**config.mk**
```make
export PLATFORM = sky130hd
export DESIGN_NAME = wait_for_graph_deadlock_detect
export DESIGN_NICKNAME = d
export VERILOG_FILES = /design/src/hdl/wfgd_pkg.sv /design/src/hdl/wfgd_walk.sv /design/src/hdl/wait_for_graph_deadlock_detect.sv
export VERILOG_INCLUDE_DIRS = /design/src /design/src/hdl
export SDC_FILE = /design/constraint.sdc
export NUM_CORES = 2
export LEC_CHECK = 0
export BUFFER_PORTS_ARGS = -buffer_cell sky130_fd_sc_hd__buf_4
export CAP_MARGIN = 0
export CORE_MARGIN = 2
export CORE_UTILIZATION = 51
export DETAILED_ROUTE_END_ITERATION = 12
export PLACE_DENSITY_LB_ADDON = 0.3
export SYNTH_ARGS = -nofsm -noshare
export SYNTH_HDL_FRONTEND = slang
export SYNTH_HIERARCHICAL = 1
export SYNTH_MEMORY_MAX_BITS = 65536
export SYNTH_SLANG_ARGS = --single-unit
```
**constraint.sdc**
```tcl
create_clock -name i_clk -period 6.9 [get_ports i_clk]
set_clock_uncertainty 0.15 [all_clocks]
set_input_delay 1.38 -clock i_clk [delete_from_list [all_inputs] [get_ports i_clk]]
set_output_delay 1.38 -clock i_clk [all_outputs]
set_load 0.03 [all_outputs]
```
**src/hdl/wait_for_graph_deadlock_detect_macros.svh**
```systemverilog
// Assertion helpers shared by the deadlock detector.
// Both macros sample on i_clk and are switched off while i_rst_n is low.
`ifndef WAIT_FOR_GRAPH_DEADLOCK_DETECT_MACROS_SVH
`define WAIT_FOR_GRAPH_DEADLOCK_DETECT_MACROS_SVH

// The consequent must hold in the same cycle as the antecedent.
`define WFGD_ASSERT_IMPLY(name, ante, cons) \
    name: assert property (@(posedge i_clk) disable iff (!i_rst_n) (ante) |-> (cons)) \
        else $error("deadlock detector: same-cycle check failed");

// The consequent must hold in the cycle after the antecedent.
`define WFGD_ASSERT_NEXT(name, ante, cons) \
    name: assert property (@(posedge i_clk) disable iff (!i_rst_n) (ante) |=> (cons)) \
        else $error("deadlock detector: next-cycle check failed");

`endif

```
**src/hdl/wfgd_pkg.sv**
```systemverilog
package wfgd_pkg;

    // Default sizes of the process and resource tables.
    localparam int MAX_PROCS_DEF = 32;
    localparam int MAX_RES_DEF   = 32;

    // Fixed field widths of the stream and configuration channels.
    localparam int ROW_W     = 32;
    localparam int IDX_W     = 5;
    localparam int KIND_W    = 2;
    localparam int CFG_W     = 6;
    localparam int CFG_IDX_W = 2;
    localparam int S_DATA_W  = 40;
    localparam int M_DATA_W  = 8;

    // Bit positions inside the slave tdata.
    localparam int IDX_LSB = 0;
    localparam int ROW_LSB = IDX_W;

    // Value of both configuration registers after reset.
    localparam int CFG_RESET = 32;

    // Item kinds carried in tuser.
    localparam logic [KIND_W-1:0] KIND_ALLOC   = 2'd0;
    localparam logic [KIND_W-1:0] KIND_REQUEST = 2'd1;
    localparam logic [KIND_W-1:0] KIND_RUN     = 2'd2;

    // Configuration register indexes.
    localparam logic [CFG_IDX_W-1:0] CFG_NUM_PROCS = 2'd0;
    localparam logic [CFG_IDX_W-1:0] CFG_NUM_RES   = 2'd1;

    typedef enum logic [2:0] {
        B_IDLE,
        B_OWNER,
        B_EDGES,
        B_WALK,
        B_DONE
    } t_build_state;

    typedef enum logic [2:0] {
        W_IDLE,
        W_START,
        W_FETCH,
        W_STEP,
        W_POP,
        W_DONE
    } t_walk_state;

    // Status returned by the graph walker.
    typedef struct packed {
        logic done;
        logic cycle;
    } t_walk_sts;

endpackage

```
**src/hdl/wfgd_walk.sv**
```systemverilog
module wfgd_walk
    import wfgd_pkg::*;
#(
    parameter int MAX_PROCS = MAX_PROCS_DEF
) (
    input  logic                               i_clk,
    input  logic                               i_rst_n,
    input  logic                               i_edge_we,
    input  logic [$clog2(MAX_PROCS)-1:0]       i_edge_addr,
    input  logic [MAX_PROCS-1:0]               i_edge_row,
    input  logic                               i_start,
    input  logic [$clog2(MAX_PROCS+1)-1:0]     i_np,
    output t_walk_sts                          o_sts
);

    localparam int PW  = $clog2(MAX_PROCS);
    localparam int PCW = $clog2(MAX_PROCS + 1);

    t_walk_state r_state, n_state;

    logic [MAX_PROCS-1:0] r_edge_mem [MAX_PROCS];
    logic [MAX_PROCS-1:0] r_edge_q;
    logic [PW-1:0]        r_stack_mem [MAX_PROCS];
    logic [PW-1:0]        r_stack_q;

    logic [MAX_PROCS-1:0] r_visited;
    logic [MAX_PROCS-1:0] r_onpath;
    logic [PW-1:0]        r_top;
    logic [PW-1:0]        r_sp;
    logic [PCW-1:0]       r_start;
    logic                 r_cycle;

    logic                 w_in_range;
    logic                 w_seen;
    logic [MAX_PROCS-1:0] w_start_bit;
    logic [MAX_PROCS-1:0] w_top_bit;
    logic [MAX_PROCS-1:0] w_cand;
    logic [MAX_PROCS-1:0] w_low;
    logic                 w_hit;
    logic                 w_any;
    logic [PW-1:0]        w_next_node;
    logic [PW-1:0]        w_sp_dec;

    logic w_clr, w_seed, w_skip, w_push, w_pop, w_found, w_reload;

    // Edge rows are written by the builder and read at the node on top of the path.
    always_ff @(posedge i_clk) begin
        if (i_edge_we) begin
            r_edge_mem[i_edge_addr] <= i_edge_row;
        end
        r_edge_q <= r_edge_mem[r_top];
    end

    // The stack keeps the parents of the current node; it is always read one below the top.
    assign w_sp_dec = r_sp - PW'(1);

    always_ff @(posedge i_clk) begin
        if (w_push) begin
            r_stack_mem[r_sp] <= r_top;
        end
        r_stack_q <= r_stack_mem[w_sp_dec];
    end

    // Decisions taken from the fetched edge row.
    always_comb begin
        w_in_range  = (r_start < i_np);
        w_seen      = r_visited[r_start[PW-1:0]];
        w_start_bit = MAX_PROCS'(1) << r_start;
        w_top_bit   = MAX_PROCS'(1) << r_top;
        w_hit       = |(r_edge_q & r_onpath);
        w_cand      = r_edge_q & ~r_visited;
        w_any       = |w_cand;
        w_low       = w_cand & (~w_cand + MAX_PROCS'(1));
        w_next_node = '0;
        for (int i = 0; i < MAX_PROCS; i++) begin
            if (w_low[i]) begin
                w_next_node = w_next_node | PW'(i);
            end
        end
    end

    // Next state.
    always_comb begin
        n_state = r_state;
        case (r_state)
            W_IDLE: begin
                if (i_start) begin
                    n_state = W_START;
                end
            end
            W_START: begin
                if (!w_in_range) begin
                    n_state = W_DONE;
                end else if (!w_seen) begin
                    n_state = W_FETCH;
                end
            end
            W_FETCH: n_state = W_STEP;
            W_STEP: begin
                if (w_hit) begin
                    n_state = W_DONE;
                end else if (w_any) begin
                    n_state = W_FETCH;
                end else if (r_sp == '0) begin
                    n_state = W_START;
                end else begin
                    n_state = W_POP;
                end
            end
            W_POP:  n_state = W_FETCH;
            W_DONE: n_state = W_IDLE;
            default: n_state = W_IDLE;
        endcase
    end

    // Datapath strobes.
    always_comb begin
        w_clr    = (r_state == W_IDLE) && i_start;
        w_seed   = (r_state == W_START) && w_in_range && !w_seen;
        w_skip   = (r_state == W_START) && w_in_range && w_seen;
        w_found  = (r_state == W_STEP) && w_hit;
        w_push   = (r_state == W_STEP) && !w_hit && w_any;
        w_pop    = (r_state == W_STEP) && !w_hit && !w_any;
        w_reload = (r_state == W_POP);
        o_sts.done  = (r_state == W_DONE);
        o_sts.cycle = r_cycle;
    end

    always_ff @(posedge i_clk) begin
        if (!i_rst_n) begin
            r_state   <= W_IDLE;
            r_visited <= '0;
            r_onpath  <= '0;
            r_cycle   <= 1'b0;
        end else begin
            r_state <= n_state;
            if (w_clr) begin
                r_visited <= '0;
                r_onpath  <= '0;
                r_cycle   <= 1'b0;
            end else if (w_seed) begin
                r_visited <= r_visited | w_start_bit;
                r_onpath  <= r_onpath | w_start_bit;
            end else if (w_push) begin
                r_visited <= r_visited | w_low;
                r_onpath  <= r_onpath | w_low;
            end else if (w_pop) begin
                r_onpath  <= r_onpath & ~w_top_bit;
            end
            if (w_found) begin
                r_cycle <= 1'b1;
            end
        end
    end

    // Walk position: start node scan, current node and stack depth.
    always_ff @(posedge i_clk) begin
        if (w_clr) begin
            r_start <= '0;
            r_sp    <= '0;
        end else begin
            if (w_seed || w_skip) begin
                r_start <= r_start + PCW'(1);
            end
            if (w_push) begin
                r_sp <= r_sp + PW'(1);
            end else if (w_pop && r_sp != '0) begin
                r_sp <= w_sp_dec;
            end
        end
        if (w_seed) begin
            r_top <= r_start[PW-1:0];
        end else if (w_push) begin
            r_top <= w_next_node;
        end else if (w_reload) begin
            r_top <= r_stack_q;
        end
    end

endmodule

```
**src/hdl/wait_for_graph_deadlock_detect.sv**
```systemverilog
// Wait-for-graph deadlock detector for single-instance resources.
// Slave stream: tuser carries the item kind (allocation row, request row or run);
// tdata carries the process index and its row of resource bits. Row loads are
// taken one per cycle while no run is in progress and give no result. A run
// item gives exactly one result item on the master stream: bit 0 of tdata is 1
// when the wait-for graph holds a directed cycle.
// A run first finds the owner of every resource, one allocation row read per
// cycle through a registered read, then builds the edge rows, one request row per
// cycle, then does a depth-first walk in which each step waits on one registered
// read of the edge memory or the stack memory. Both sweeps cover the first np
// rows, where np is the saturated process count. The slave side is not ready from
// the run item until the result sits in the output register.
// The output register holds the result until the receiver takes it; row loads are
// accepted meanwhile, and a following run is held back at its end until the slot
// frees. Configuration writes are always taken. Reset sets both configuration
// registers to 32 and empties the output register; the row memories keep no reset.
module wait_for_graph_deadlock_detect
    import wfgd_pkg::*;
#(
    parameter int MAX_PROCS = MAX_PROCS_DEF,
    parameter int MAX_RES   = MAX_RES_DEF
) (
    input  logic                  i_clk,
    input  logic                  i_rst_n,
    input  logic                  i_s_tvalid,
    output logic                  o_s_tready,
    input  logic [S_DATA_W-1:0]   i_s_tdata,   // process_index [4:0], row_bits [36:5]
    input  logic [KIND_W-1:0]     i_s_tuser,   // kind [1:0]
    output logic                  o_m_tvalid,
    input  logic                  i_m_tready,
    output logic [M_DATA_W-1:0]   o_m_tdata,   // deadlock [0]
    input  logic                  i_cfg_valid,
    output logic                  o_cfg_ready,
    input  logic [CFG_IDX_W-1:0]  i_cfg_index,
    input  logic [CFG_W-1:0]      i_cfg_data
);

`include "wait_for_graph_deadlock_detect_macros.svh"

    localparam int PW    = $clog2(MAX_PROCS);
    localparam int PCW   = $clog2(MAX_PROCS + 1);
    localparam int EXT_W = (MAX_RES > ROW_W) ? MAX_RES : ROW_W;

    t_build_state r_state, n_state;

    logic [CFG_W-1:0]   r_num_procs;
    logic [CFG_W-1:0]   r_num_res;
    logic [PCW-1:0]     w_np;
    logic [MAX_RES-1:0] w_res_mask;

    logic [KIND_W-1:0]  w_kind;
    logic [IDX_W-1:0]   w_s_idx;
    logic [EXT_W-1:0]   w_row_ext;
    logic [MAX_RES-1:0] w_row;
    logic               w_s_accept;
    logic               w_load_ok;
    logic [PW-1:0]      w_wr_addr;

    logic [MAX_RES-1:0] r_held_mem [MAX_PROCS];
    logic [MAX_RES-1:0] r_want_mem [MAX_PROCS];
    logic [MAX_RES-1:0] r_held_q;
    logic [MAX_RES-1:0] r_want_q;

    logic [PCW-1:0]     r_cnt;
    logic               r_pend_v;
    logic [PW-1:0]      r_pend_idx;
    logic [MAX_RES-1:0] r_owned [MAX_PROCS];
    logic [MAX_RES-1:0] r_claimed;
    logic [MAX_RES-1:0] w_new_owned;
    logic [MAX_PROCS-1:0] w_edge_row;
    logic               w_edge_we;

    logic               w_issue;
    logic               w_drained;
    logic               w_run_go;
    logic               w_walk_start;
    logic               w_out_load;
    t_walk_sts          w_sts;

    logic               r_out_v;
    logic               r_out_d;

    // Configuration registers.
    assign o_cfg_ready = 1'b1;

    always_ff @(posedge i_clk) begin
        if (!i_rst_n) begin
            r_num_procs <= CFG_W'(CFG_RESET);
            r_num_res   <= CFG_W'(CFG_RESET);
        end else if (i_cfg_valid && o_cfg_ready) begin
            case (i_cfg_index)
                CFG_NUM_PROCS: r_num_procs <= i_cfg_data;
                CFG_NUM_RES:   r_num_res   <= i_cfg_data;
                default: ;
            endcase
        end
    end

    // Saturated process count and the mask of resources in use.
    always_comb begin
        if (int'(r_num_procs) > MAX_PROCS) begin
            w_np = PCW'(MAX_PROCS);
        end else begin
            w_np = PCW'(r_num_procs);
        end
        for (int r = 0; r < MAX_RES; r++) begin
            w_res_mask[r] = (r < int'(r_num_res));
        end
    end

    // Input item decode.
    always_comb begin
        w_kind     = i_s_tuser;
        w_s_idx    = i_s_tdata[IDX_LSB +: IDX_W];
        w_row_ext  = EXT_W'(i_s_tdata[ROW_LSB +: ROW_W]);
        w_row      = w_row_ext[MAX_RES-1:0];
        w_s_accept = i_s_tvalid && o_s_tready;
        w_load_ok  = (int'(w_s_idx) < MAX_PROCS);
        w_wr_addr  = PW'(w_s_idx);
        w_run_go   = w_s_accept && (w_kind == KIND_RUN);
    end

    // Allocation and request row memories.
    always_ff @(posedge i_clk) begin
        if (w_s_accept && w_load_ok && w_kind == KIND_ALLOC) begin
            r_held_mem[w_wr_addr] <= w_row;
        end
        if (w_s_accept && w_load_ok && w_kind == KIND_REQUEST) begin
            r_want_mem[w_wr_addr] <= w_row;
        end
        r_held_q <= r_held_mem[r_cnt[PW-1:0]];
        r_want_q <= r_want_mem[r_cnt[PW-1:0]];
    end

    // Row sweep control shared by the owner and edge phases.
    always_comb begin
        w_issue   = (r_state == B_OWNER || r_state == B_EDGES) && (r_cnt < w_np);
        w_drained = !w_issue && !r_pend_v;
    end

    // Next state.
    always_comb begin
        n_state = r_state;
        case (r_state)
            B_IDLE: begin
                if (w_run_go) begin
                    n_state = B_OWNER;
                end
            end
            B_OWNER: begin
                if (w_drained) begin
                    n_state = B_EDGES;
                end
            end
            B_EDGES: begin
                if (w_drained) begin
                    n_state = B_WALK;
                end
            end
            B_WALK: begin
                if (w_sts.done) begin
                    n_state = B_DONE;
                end
            end
            B_DONE: begin
                if (!r_out_v || i_m_tready) begin
                    n_state = B_IDLE;
                end
            end
            default: n_state = B_IDLE;
        endcase
    end

    // Handshake and phase strobes.
    always_comb begin
        o_s_tready   = (r_state == B_IDLE);
        w_walk_start = (r_state == B_EDGES) && w_drained;
        w_out_load   = (r_state == B_DONE) && (!r_out_v || i_m_tready);
        w_edge_we    = (r_state == B_EDGES) && r_pend_v;
    end

    always_ff @(posedge i_clk) begin
        if (!i_rst_n) begin
            r_state  <= B_IDLE;
            r_pend_v <= 1'b0;
        end else begin
            r_state  <= n_state;
            r_pend_v <= w_issue;
        end
    end

    always_ff @(posedge i_clk) begin
        if (w_run_go || (r_state == B_OWNER && w_drained)) begin
            r_cnt <= '0;
        end else if (w_issue) begin
            r_cnt <= r_cnt + PCW'(1);
        end
        r_pend_idx <= r_cnt[PW-1:0];
    end

    // Owner phase: each allocation row claims the resources nobody lower has claimed.
    assign w_new_owned = r_held_q & w_res_mask & ~r_claimed;

    always_ff @(posedge i_clk) begin
        if (w_run_go) begin
            r_claimed <= '0;
        end else if (r_state == B_OWNER && r_pend_v) begin
            r_claimed              <= r_claimed | w_new_owned;
            r_owned[r_pend_idx]    <= w_new_owned;
        end
    end

    // Edge phase: a process waits on every other process owning a resource it requests.
    always_comb begin
        for (int q = 0; q < MAX_PROCS; q++) begin
            w_edge_row[q] = (q < int'(w_np)) && (PW'(q) != r_pend_idx)
                            && (|(r_want_q & r_owned[q]));
        end
    end

    wfgd_walk #(
        .MAX_PROCS (MAX_PROCS)
    ) u_walk (
        .i_clk       (i_clk),
        .i_rst_n     (i_rst_n),
        .i_edge_we   (w_edge_we),
        .i_edge_addr (r_pend_idx),
        .i_edge_row  (w_edge_row),
        .i_start     (w_walk_start),
        .i_np        (w_np),
        .o_sts       (w_sts)
    );

    // Output register.
    always_ff @(posedge i_clk) begin
        if (!i_rst_n) begin
            r_out_v <= 1'b0;
        end else if (w_out_load) begin
            r_out_v <= 1'b1;
        end else if (i_m_tready) begin
            r_out_v <= 1'b0;
        end
    end

    always_ff @(posedge i_clk) begin
        if (w_out_load) begin
            r_out_d <= w_sts.cycle;
        end
    end

    assign o_m_tvalid = r_out_v;
    assign o_m_tdata  = M_DATA_W'(r_out_d);

    // Checks on the sequencer.
    `WFGD_ASSERT_NEXT(a_run_enters_owner, (w_run_go), (r_state == B_OWNER))
    `WFGD_ASSERT_IMPLY(a_sweep_bound, (r_state == B_OWNER || r_state == B_EDGES), (r_cnt <= w_np))
    `WFGD_ASSERT_NEXT(a_result_waits, (r_state == B_DONE && r_out_v && !i_m_tready), (r_state == B_DONE))
    `WFGD_ASSERT_NEXT(a_walk_reports, (r_state == B_WALK && w_sts.done), (r_state == B_DONE))

endmodule

```
# Word-level counts from Yosys, hierarchy flattened
# Memory sizes are Yosys's and may differ from the RTL's. A register that Yosys moved wholly into a read port is not among the register bits.
# Index checks and enable logic that the tools add are counted.
[classes]
bitwise = 47
n_lt_le_gt_ge = 68
shift = 2
n_mux = 132
reduce_logical = 144
n_addsub = 5
eq_ne = 57
div = 0
multipliers = 0
[ops]
columns = ["op", "count"]
rows = [
  ["$and 32x32->32", 38],
  ["$reduce_or 32->1", 34],
  ["$mux 32", 25],
  ["$lt 5x6->1 const A", 32],
  ["$or 32x32->32", 5],
  ["$mux 5", 27],
  ["$not 32->32", 4],
  ["$lt 4x6->1 const A", 16],
  ["$mux 3", 30],
  ["$mux 6", 15],
  ["$logic_and 1x1->1", 84],
  ["$ne 5x5->1 const A", 16],
  ["$lt 3x6->1 const A", 8],
  ["$ne 4x5->1 const A", 8],
  ["$add 32x1->32 const B", 1],
  ["$mux 4", 8],
  ["$shl 1x5->32 const A", 1],
  ["$shl 1x6->32 const A", 1],
  ["$pmux 3 s5", 2],
  ["$lt 1x6->1 const A", 4],
  ["$lt 2x6->1 const A", 4],
  ["$mux 1", 22],
  ["$ne 3x5->1 const A", 4],
  ["$add 6x1->6 const B", 2],
  ["30 further kinds", 64],
]
[word_totals]
ram_bits = 4256
romBits = 0
out_inout_bits = 11
latchBits = 0
reg_bits = 145
wordCells = 476
mem_count = 5
input_bits = 55
[mem_list]
columns = ["name", "depth", "width", "rd", "rd_clocked_by_memory_dff", "write_ports", "line_no", "text"]
rows = [
  ["r_held_mem", 32, 32, 1, 1, 1, "wait_for_graph_deadlock_detect.sv:59", "logic [MAX_RES-1:0] r_held_mem [MAX_PROCS];"],
  ["r_owned", 32, 32, 32, 0, 1, "wait_for_graph_deadlock_detect.sv:67", "logic [MAX_RES-1:0] r_owned [MAX_PROCS];"],
  ["r_want_mem", 32, 32, 1, 1, 1, "wait_for_graph_deadlock_detect.sv:60", "logic [MAX_RES-1:0] r_want_mem [MAX_PROCS];"],
  ["u_walk.r_edge_mem", 32, 32, 1, 1, 1, "wfgd_walk.sv:21", "logic [MAX_PROCS-1:0] r_edge_mem [MAX_PROCS];"],
  ["u_walk.r_stack_mem", 32, 5, 1, 1, 1, "wfgd_walk.sv:23", "logic [PW-1:0] r_stack_mem [MAX_PROCS];"],
]

# Depth between registers and ports, before layout
[depth]
word_depth = 39
mapped_depth = 15
mapped_depth_nobuf = 12

# Cells and area by module
# The synthesis kept the hierarchy.
[modules_own_cells]
columns = ["mod", "cells_each", "area_per_inst_um2", "instances"]
rows = [
  ["wait_for_graph_deadlock_detect", 5631, 118323.5, 1],
  ["wfgd_walk", 2534, 51614.5, 1],
]

# Worst setup path before layout
# No wires, ideal clock.
[synth_path]
kind = "reg-to-reg"
start = "reg r_num_procs[0]"
end = "mem u_walk/r_edge_mem[0][10] (netlist bit), data pin"
path_stages_with_launch = 6
arrival_ns = 3.922
path_slack_ns = 2.073
setup_time_ns = 0.755
path_buffers = 1
required_ns = 5.995
synth_period_minus_slack_ns = 4.827
cell_sequence = "dfxtp_1 > nor2b_1 > and2_1 > clkbuf_1 > nor2_1 > a2111oi_0"
[synth_via]
elab_chain_len = 5
[synth_lines]
columns = ["item", "line_no", "text"]
rows = [
  ["start: declaration", "wait_for_graph_deadlock_detect.sv:46", "logic [CFG_W-1:0] r_num_procs;"],
  ["start signal: assignment", "wait_for_graph_deadlock_detect.sv:88", "r_num_procs <= CFG_W'(CFG_RESET);"],
  ["start signal: assignment", "wait_for_graph_deadlock_detect.sv:92", "CFG_NUM_PROCS: r_num_procs <= i_cfg_data;"],
  ["$gt 6x6->1", "wait_for_graph_deadlock_detect.sv:101", "if (int'(r_num_procs) > MAX_PROCS) begin"],
  ["$mux 6 (*)", "wait_for_graph_deadlock_detect.sv:101", ""],
  ["named net w_np[0]", "wait_for_graph_deadlock_detect.sv:48", "logic [PCW-1:0] w_np;"],
  ["$lt 4x6->1 (*)", "wait_for_graph_deadlock_detect.sv:216", "w_edge_row[q] = (q < int'(w_np)) && (PW'(q) != r_pend_idx)"],
  ["$logic_and 1x1->1 (*)", "wait_for_graph_deadlock_detect.sv:216", ""],
  ["$logic_and 1x1->1 (*)", "wait_for_graph_deadlock_detect.sv:217", "&& (|(r_want_q & r_owned[q]));"],
  ["named net w_edge_row[10]", "wait_for_graph_deadlock_detect.sv:70", "logic [MAX_PROCS-1:0] w_edge_row;"],
  ["end: declaration", "wfgd_walk.sv:21", ""],
]
# Mark *: on every way through the listed nets, which the timed path passes. The rest lies on a longest branch.

# Worst setup path in the final report
[layout_path]
start = "reg r_num_procs[5]"
end = "reg u_walk.r_onpath[1]"
[layout_via]
elab_chain_len = 10
[layout_lines]
columns = ["item", "line_no", "text"]
rows = [
  ["$gt 6x6->1", "wait_for_graph_deadlock_detect.sv:101", ""],
  ["$mux 6 (*)", "wait_for_graph_deadlock_detect.sv:101", ""],
  ["$lt 6x6->1 (*)", "wait_for_graph_deadlock_detect.sv:137", "w_issue = (r_state == B_OWNER || r_state == B_EDGES) && (r_cnt < w_np);"],
  ["$logic_and 1x1->1 (*)", "wait_for_graph_deadlock_detect.sv:137", ""],
  ["$logic_not 1->1 (*)", "wait_for_graph_deadlock_detect.sv:138", "w_drained = !w_issue && !r_pend_v;"],
  ["$logic_and 1x1->1 (*)", "wait_for_graph_deadlock_detect.sv:138", ""],
  ["$logic_and 1x1->1 (*)", "wait_for_graph_deadlock_detect.sv:177", "w_walk_start = (r_state == B_EDGES) && w_drained;"],
  ["named net w_walk_start", "wait_for_graph_deadlock_detect.sv:76", "logic w_walk_start;"],
  ["$logic_and 1x1->1 (*)", "wfgd_walk.sv:118", "w_clr = (r_state == W_IDLE) && i_start;"],
  ["$mux 32", "wfgd_walk.sv:137", "if (w_clr) begin"],
  ["$mux 32", "wfgd_walk.sv:130", "if (!i_rst_n) begin"],
  ["end signal: assignment", "wfgd_walk.sv:143", "r_onpath <= r_onpath | w_start_bit;"],
  ["end signal: assignment", "wfgd_walk.sv:146", "r_onpath <= r_onpath | w_low;"],
  ["end signal: assignment", "wfgd_walk.sv:148", "r_onpath <= r_onpath & ~w_top_bit;"],
  ["end: declaration", "wfgd_walk.sv:27", "logic [MAX_PROCS-1:0] r_onpath;"],
]
# Mark *: on every way through the listed nets, which the timed path passes. The rest lies on a longest branch. The select of a mux whose other input is x is not followed.
# A chain may end at the register's enable or synchronous reset.

==> flow_metrics.py <==
metrics = {
    "layout": {
        "fin_nets": 8554,
        "postLayoutCellArea_sq_um": 191000,
        "final_cell_mix": "edfxtp_1, mux4_2, a22oi_1, clkbuf_16, buf_4",
        "drive_gt1_frac": 0.240,
        "final_common_cell": "edfxtp_1",
        "syn2layout_area_growth_pct": 12.7,
    },
    "power_and_ir_drop": {
        "power_density_nw_per_um2": 377,
        "peakVddDrop_v": 0.000576,
        "leakage_nw": 58.5,
        "fin_total_pwr_mw": 72.2,
    },
    "routing": {
        "vias_per_cell": 6.65,
        "dr.pass1.iters": 7,
        "wl_mm": 456,
        "route.detailed.drc": 0,
        "vias": 87900,
        "routedWlPerCell_um": 34.5,
        "final_antenna_net_count": 0,
        "drt_iter0_drc": 12500,
    },
    "clocking": {
        "cts_max_level": 5,
        "clock-sinks": 4502,
        "clockRootBuffer": "clkbuf_16",
        "post-cts-setup-buffers": 0,
        "cts_buffer_depth": 4,
        "cts_buffers": 437,
        "path_clk_slew_ns": 0.06,
        "cts_hold_buf": 0,
        "cts_resized": 0,
        "cts_tree": "yes",
        "insertion_delay_ns": 1.01,
    },
    "timing": {
        "max_slew_margin": 0.0772,
        "clock.fmax_mhz": 181,
        "slew_violations": 0,
        "period_needed_ns": 5.52,
        "rsz0062_at_grt": "false",
        "finalSetupTns_ns": 0,
        "hold_violations": 0,
        "setup_violations": 0,
        "min_period_over_period": 0.800,
        "whs_ns": 0.317,
        "worst_pin_slew_ns": 1.38,
    },
    "grt": {
        "grtUsageTotal": 0.267,
        "grt_antenna_before_repair": 32,
        "gr-total-overflow": 0,
        "grt_use_met3": 0.0521,
        "grt_max_degree": 154,
        "grtUsageMet2": 0.423,
        "grt_pass1_wl_mm": 643,
        "met1_usage": 0.367,
        "busiest_layer": "met2",
        "first_global_vias": 87100,
    },
    "yosys": {
        "synth-main-ff-cell": "edfxtp_1",
        "synth_warnings": 6,
        "ys_async_sr_fraction": 0,
        "synth_area_leader_cell": "edfxtp_1",
        "synth_edf_count": 4262,
        "synthCells": 8165,
        "synth_seq_cells": 4502,
        "ys_top_cells_by_area": "edfxtp_1, mux4_2, dfxtp_1",
        "yosysSeqAreaShare": 0.781,
        "ys_types": 99,
        "syn_area_sq_um": 170000,
        "netlist.area_leader.share": 0.753,
        "avgSynthCellArea_sq_um": 20.8,
    },
    "floorplanning": {
        "rows": 211,
        "io_pins": 66,
        "dieWidth_um": 581,
        "die-area_sq_um": 338000,
        "die_y_um": 581,
        "coreArea_sq_um": 331000,
        "start_util": 0.513,
    },
    "critical_path": {
        "critPathArrivalTime_ns": 6.23,
        "critical_path_class": "reg -> reg",
        "start_kind": "flop",
        "worstPathRequired_ns": 7.61,
        "crit_path_end_kind": "flop",
        "path_max_fanout": 23,
    },
    "run_status": {
        "outcome": "finished clean",
    },
    "place": {
        "place.gp.congestion": 0.916,
        "hpwl_mm": 248,
        "placed_cell_area_sq_um": 178000,
        "io_buffers": 54,
    },
    "run": {
        "maxCapViolations": 0,
    },
    "hold_path": {
        "hold_class": "reg -> reg",
    },
}
routing by layer:
layer  wire length [um]  share of wire  vias to the layer above
li1                   -              -                    35100
met1             169000           0.37                    46300
met2             218000           0.48                     5452
met3              49000           0.11                     1023
met4              20600          0.045                       14
met5                 87        0.00019                        -
cells by family (layout without fill, tap and decap cells):
group | after synthesis | in the layout | synth area share
muxes | 1048 | 1048 | 0.126
AOI/OAI and AO/OA | 1130 | 1130 | 0.0484
DFF | 4502 | 4502 | 0.781
xor gates and xnor gates | 15 | 15 | 0.000773
and+or+nand+nor | 949 | 949 | 0.0287
adders and majority gates | 22 | 22 | 0.00162
buffers and inverters | 497 | 1168 | 0.0126
other | 2 | 18 | 0.0000442
worst max-delay path, stage by stage, from the launching register on:
cell,delay [ns]
dfxtp_1,0.67
clkinv_1,0.58
nand2_1,0.27
ha_1,0.27
a211oi_1,0.23
o211ai_1,0.25
nor2_1,0.49
nor4_1,0.11
buf_4,0.20
nand2_1,0.27
and2_1,0.90
o21ai_0,0.61
o31ai_1,0.37
sequential cells by signal, summed over array words and instances (netlist names), 5 cells and up:
signal and cells:
r_claimed 32, r_cnt 6, r_held_mem 1024, r_held_q 32
r_num_procs 6, r_num_res 6, r_owned 1024, r_pend_idx 5
r_want_mem 1024, r_want_q 32, u_walk/r_edge_mem 1024, u_walk/r_edge_q 32
u_walk/r_onpath 32, u_walk/r_sp 5, u_walk/r_stack_mem 160, u_walk/r_stack_q 5
u_walk/r_start 6, u_walk/r_top 5, u_walk/r_visited 32
cell type report:
class / count / area [sq um]
antenna: 10 / 25.0
sequential: 4502 / 133000
fill: 23700 / 140000
clock inverter: 244 / 2190
tap: 4366 / 5460
timing repair buffer: 323 / 2560
clock buffer: 560 / 11700
inverter: 41 / 154
multi-input combinational: 3172 / 36500
cell usage after synthesis (all sizes together) (76+ instances only):
master  number
mux4       875
nor2       330
o22ai      132
dfxtp      240
nand2      117
buf        152
a22oi      580
edfxtp    4262
mux2i      135
a21oi       76
clkbuf     304
nand4      147
final timing paths:
path / start / end / slack, ns / cells past startpoint
worst max-delay path: r_num_procs[5]$_SDFFE_PN1P_ / u_walk/r_onpath[1]$_SDFFE_PN0P_ / 1.38 / 12
worst min-delay path: u_walk/r_cycle$_SDFFE_PN0P_ / r_out_d$_DFFE_PP_ / 0.32 / 0
worst max register to register: r_num_procs[5]$_SDFFE_PN1P_ / u_walk/r_onpath[1]$_SDFFE_PN0P_ / 1.38 / 12
worst min register to register: u_walk/r_cycle$_SDFFE_PN0P_ / r_out_d$_DFFE_PP_ / 0.32 / 0
stage by stage:
| step | worst slack (ns) | utilization | cells |
|---|---|---|---|
| global placement | 1.68 | 0.536 | 12400 |
| detailed placement | 1.60 | 0.536 | 12400 |
| floorplan | 2.07 | - | 8171 |
| global route | 1.16 | 0.578 | 13200 |
| CTS | 1.49 | 0.578 | 13200 |
| finish | 1.38 | 0.578 | 13200 |
power breakdown:
part / internal, mW / leakage, nW / switching [mW] / total (mW)
sequential: 31.9 / 40.1 / 1.16 / 33.1
combinational: 5.17 / 11.7 / 10.7 / 15.9
clock: 13.1 / 6.77 / 10.1 / 23.2
total: 50.2 / 58.5 / 22.0 / 72.2
Power figures use the tool's default switching activity.
